[src/sv/bcpm_pkg.sv]
// ----------------------------------------------------------------------------
// bcpm_pkg: shared types and constants for the binary-by-coefficient multiplier
// Field widths, beat packing and the control bundle broadcast along the chain.
// ----------------------------------------------------------------------------
package bcpm_pkg;

    localparam int TERMS_DEF = 64;          // default number of terms per product

    localparam int COEF_W    = 9;           // a_coef width
    localparam int IDX_W     = 7;           // coef_index width
    localparam int VAL_W     = 15;          // coef_value width

    localparam int S_TDATA_W = 16;          // x_bit + a_coef, padded to bytes
    localparam int M_TDATA_W = 24;          // coef_index + coef_value, padded

    // control broadcast to every cell of the chain
    typedef struct packed {
        logic              add_en;          // fold the current item into the sums
        logic              shift_en;        // move partial sums one cell down
        logic              x_bit;           // current item's bit
        logic [COEF_W-1:0] a_coef;          // current item's coefficient
    } cell_ctrl_t;

endpackage

[src/sv/bcpm_cell.sv]
// ----------------------------------------------------------------------------
// bcpm_cell: one cell of the convolution chain
// Holds term CELL_IDX of both operands and the partial sum of one degree.
// The partial sum moves one cell toward the output on every shift.
// ----------------------------------------------------------------------------
module bcpm_cell #(
    parameter int TERMS    = bcpm_pkg::TERMS_DEF,
    parameter int CELL_IDX = 0
) (
    input  logic                       aclk,
    input  logic                       aresetn,
    input  bcpm_pkg::cell_ctrl_t       ctrl,
    input  logic [$clog2(TERMS)-1:0]   item_idx,
    input  logic [bcpm_pkg::VAL_W-1:0] acc_in,
    output logic [bcpm_pkg::VAL_W-1:0] acc_out
);
    import bcpm_pkg::*;

    localparam int CNT_W = $clog2(TERMS);
    localparam logic [CNT_W-1:0] MY_IDX = CNT_W'(CELL_IDX);

    logic              x_reg;
    logic [COEF_W-1:0] a_reg;
    logic [VAL_W-1:0]  acc_reg;
    logic [VAL_W-1:0]  acc_next;

    logic              filled;
    logic              here;
    logic [COEF_W-1:0] x_new_part;
    logic [COEF_W-1:0] x_old_part;
    logic [COEF_W:0]   term;

    always_comb begin
        filled     = MY_IDX < item_idx;
        here       = MY_IDX == item_idx;
        // new bit against stored coef, stored bit against new coef
        x_new_part = ctrl.x_bit ? a_reg : '0;
        x_old_part = x_reg ? ctrl.a_coef : '0;
        if (filled) begin
            term = {1'b0, x_new_part} + {1'b0, x_old_part};
        end else if (here) begin
            term = {1'b0, (ctrl.x_bit ? ctrl.a_coef : COEF_W'(0))};
        end else begin
            term = '0;
        end
        acc_out  = acc_reg + (ctrl.add_en ? VAL_W'(term) : VAL_W'(0));
        acc_next = ctrl.shift_en ? acc_in : acc_reg;
    end

    always_ff @(posedge aclk) begin
        if (!aresetn) begin
            acc_reg <= '0;
        end else begin
            acc_reg <= acc_next;
        end
    end

    always_ff @(posedge aclk) begin
        if (ctrl.add_en && here) begin
            x_reg <= ctrl.x_bit;
            a_reg <= ctrl.a_coef;
        end
    end

endmodule

[config.mk]
export PLATFORM = sky130hd
export DESIGN_NAME = bcpm_cell
export DESIGN_NICKNAME = d
export VERILOG_FILES = /design/src/sv/bcpm_pkg.sv /design/src/sv/bcpm_cell.sv
export SDC_FILE = /design/constraint.sdc
export NUM_CORES = 1
export LEC_CHECK = 0
export ABC_AREA = 0
export BUFFER_PORTS_ARGS = -buffer_cell sky130_fd_sc_hd__buf_2
export CELL_PAD_IN_SITES_DETAIL_PLACEMENT = 1
export CELL_PAD_IN_SITES_GLOBAL_PLACEMENT = 1
export CORE_MARGIN = 10
export CORE_UTILIZATION = 37
export CTS_BUF_LIST = sky130_fd_sc_hd__clkbuf_4
export DETAILED_ROUTE_END_ITERATION = 16
export PLACE_DENSITY = 0.82
export SYNTH_ARGS = -nofsm -noshare
export SYNTH_HDL_FRONTEND = slang
export SYNTH_SLANG_ARGS = --single-unit
[constraint.sdc]
create_clock -name aclk -period 3.7 [get_ports aclk]
set_input_delay 0.37 -clock aclk [delete_from_list [all_inputs] [get_ports aclk]]
set_output_delay 0.37 -clock aclk [all_outputs]
set_load 0.02 [all_outputs]
==> results.ini <==
[route]
drt_iter0_drc = 52
via_per_inst = 5.144
postRouteAntennaNets = 0
vias = 1821
wirelength_um = 5910
wl_per_cell_um = 16.69
dr.pass1.iters = 4
drc = 0

[worst_setup_path]
path_common_cell = buf_6
path_cells = and2_4 -> ha_4 -> fa_2 -> buf_6 -> a21o_1 -> a21oi_2 -> xnor2_1 -> a21oi_1 -> nor2_1 -> ha_1 -> buf_6 -> a21oi_4 -> o32ai_2 -> o211ai_2 -> a211oi_2 -> xor2_1 -> buf_4
crit_type = register to output pin
cpPeakStageDelay_ns = 0.44
critPathMaxFanout = 4
critPathCaptureType = output pin
worstPathArrival_ns = 3.69
crit_slowest_cell = edfxtp_1
start_kind = register
cp_data_required_time_ns = 3.33

[synth]
synth.top_cells.by_area = dfxtp_1 15%, edfxtp_1 15%, ha_1 12%
synthCells = 209
synth_fp_nets = 265
synth_top_area_share_pct = 15.43
synth_area_um2 = 1946
ys_warn_count = 0
synth_area_leader_cell = dfxtp_1
postSynthAreaPerCell_um2 = 9.309
seq_area_frac_synth_pct = 30.87
async_flop_share_pct = 0
synth_top_flop_cell = dfxtp_1
synth_cell_type_count = 37
synth_edf_count = 10
synth-seq-cells = 25

[timing]
rsz0062_at_grt = true
maxSlewViolCount = 0
timing.fmax_mhz = 246.3
fin_skew_ns = 0
setup_viol = 9
max-slew-margin-rel_pct = 41.22
setup_tns_ns = -2.490
finalCritPeriodShare_pct = 109.7
holdWs_ns = 0.2312
fin_crit_ns = 4.061
worst_slack_ns = -0.3607
hold_violations = 0
worst_slew_pin_slew_ns = 0.8784

[placement]
placed_cell_area_um2 = 2442
dp_hpwl_um = 4540
numPortBuffers = 49
gp_congestion = 0.8041
dp.cells = 346

[floorplan]
chipWidth_um = 92.52
initial_core_util_pct = 38.09
die_h_um = 92.52
rows = 26
core_um2 = 5107
die_area_um2 = 8559
num_io_pins = 50

[clock_tree]
htreeDepth = 1
cts_tree = done
insertion_delay_ns = 0.33
cts.sinks = 25
cts_hold_buf = 0
cts_root_buffer = clkbuf_4
cts_buffer_depth = 2
cts.clk_slew.worst_paths_ns = 0.14
cts-buffers-inserted = 3

[finish]
layout_common_cells = 39 x buf_2, 30 x buf_4, 17 x and2_1
drive_gt1_share_pct = 40.85
area_delta_synth_final_pct = 40.00
largest_register_ffs = 15
antennaDiodeCount = 0
final_cell_area_um2 = 2724
layout.nets = 341
layout_commonest_cell = buf_2
stdcell_count = 354

[global_routing]
grt.overflow.total = 0
first_global_vias = 2081
grt_pass1_wl_um = 9763
antenna_found_initial = 0
grt_max_degree = 16
grt_util_all_layers_pct = 13.53

[hold_path]
min_path_type = primary input to register

[pwr]
p_per_area_nw_per_um2 = 248.9
leakagePower_nw = 1.267
ir_drop_mv = 0.1197

[flow_run]
cap_violations = 0

[outcome]
outcome = finished, violations left
violations = negative setup slack

per-layer routing:
layer  part of all wire, %  up-vias  GRT usage [%]
met2                    53       39          25.06
met3                   6.5        5          3.713
met1                    39      882          14.78
met5                     0        -              0
li1                      -      895              -
met4                  0.98        0          3.470
Yosys cell counts, types with 2 or more instances:
| cell type | number |
|---|---|
| a211oi_1 | 5 |
| a21o_1 | 3 |
| a21oi_1 | 14 |
| a22o_1 | 3 |
| a31oi_1 | 2 |
| and2_1 | 20 |
| and3_1 | 3 |
| clkbuf_1 | 3 |
| dfxtp_1 | 15 |
| edfxtp_1 | 10 |
| fa_1 | 2 |
| ha_1 | 19 |
| inv_1 | 4 |
| mux2i_1 | 15 |
| nand2_1 | 16 |
| nor2_1 | 11 |
| nor2b_1 | 16 |
| o21ai_0 | 4 |
| o21ai_1 | 8 |
| o21bai_1 | 2 |
| xnor2_1 | 9 |
| xor2_1 | 10 |
logic make-up after synthesis:
| logic type | after synthesis | synth area share (%) |
|---|---|---|
| compound gates | 52 | 18.14 |
| mux | 15 | 7.717 |
| fa+ha+maj | 21 | 14.28 |
| xor+xnor | 19 | 8.553 |
| buf+inv | 8 | 1.607 |
| simple gates | 69 | 18.84 |
| flops | 25 | 30.87 |
worst max-delay path, delay by kind of cell (launching register included):
kind,cells,cell delay (ns)
xor gates and xnor gates,2,0.28
adders and majority gates,3,0.82
buffers and inverters,3,0.41
and+or+nand+nor,2,0.24
AOI/OAI and AO/OA,7,1.17
DFF,1,0.44
through the flow:
stage / total power [mW] / setup slack, ns / util (%)
finish: 0.6780 / -0.3607 / 53.33
global route: 0.7245 / -0.5949 / 53.33
CTS: 0.6710 / -0.3307 / 51.32
detailed placement: 0.5144 / -0.1595 / 47.82
global placement: 0.5069 / -0.1170 / 47.82
floorplan: 0.4309 / 0.04247 / -
power breakdown:
part / internal (mW) / switching, mW
registers: 0.297 / 0.00826
logic: 0.112 / 0.122
clock network: 0.0497 / 0.0887
final cells by class:
cell class / instances / area [um^2]
Clock buffer: 4 / 30.03
Fill cell: 621 / 2384
Inverter: 4 / 15.01
Multi-Input combinational cell: 176 / 1503
Sequential cell: 25 / 600.6
Tap cell: 70 / 87.58
Timing Repair Buffer: 75 / 488.0
what timing repair did:
| item | CTS | global route |
|---|---|---|
| endpoints found under the hold margin | 0 | 0 |
| resized for setup | 31 | 22 |
| pin swaps | 15 | 10 |
| setup endpoints to repair | 10 | 11 |
| setup buffers | 5 | 1 |
worst paths after layout:
| check | slack [ns] | cells past startpoint | start | to |
|---|---|---|---|---|
| worst max-delay path | -0.36 | 17 | x_reg | acc_out[12] |
| worst min-delay path | 0.23 | 1 | ctrl[4] | a_reg[4] |
| worst max register to register | 2.99 | 2 | acc_reg[10] | acc_reg[10] |
| worst min register to register | 0.55 | 2 | acc_reg[5] | acc_reg[5] |
Power figures use the tool's default switching activity.
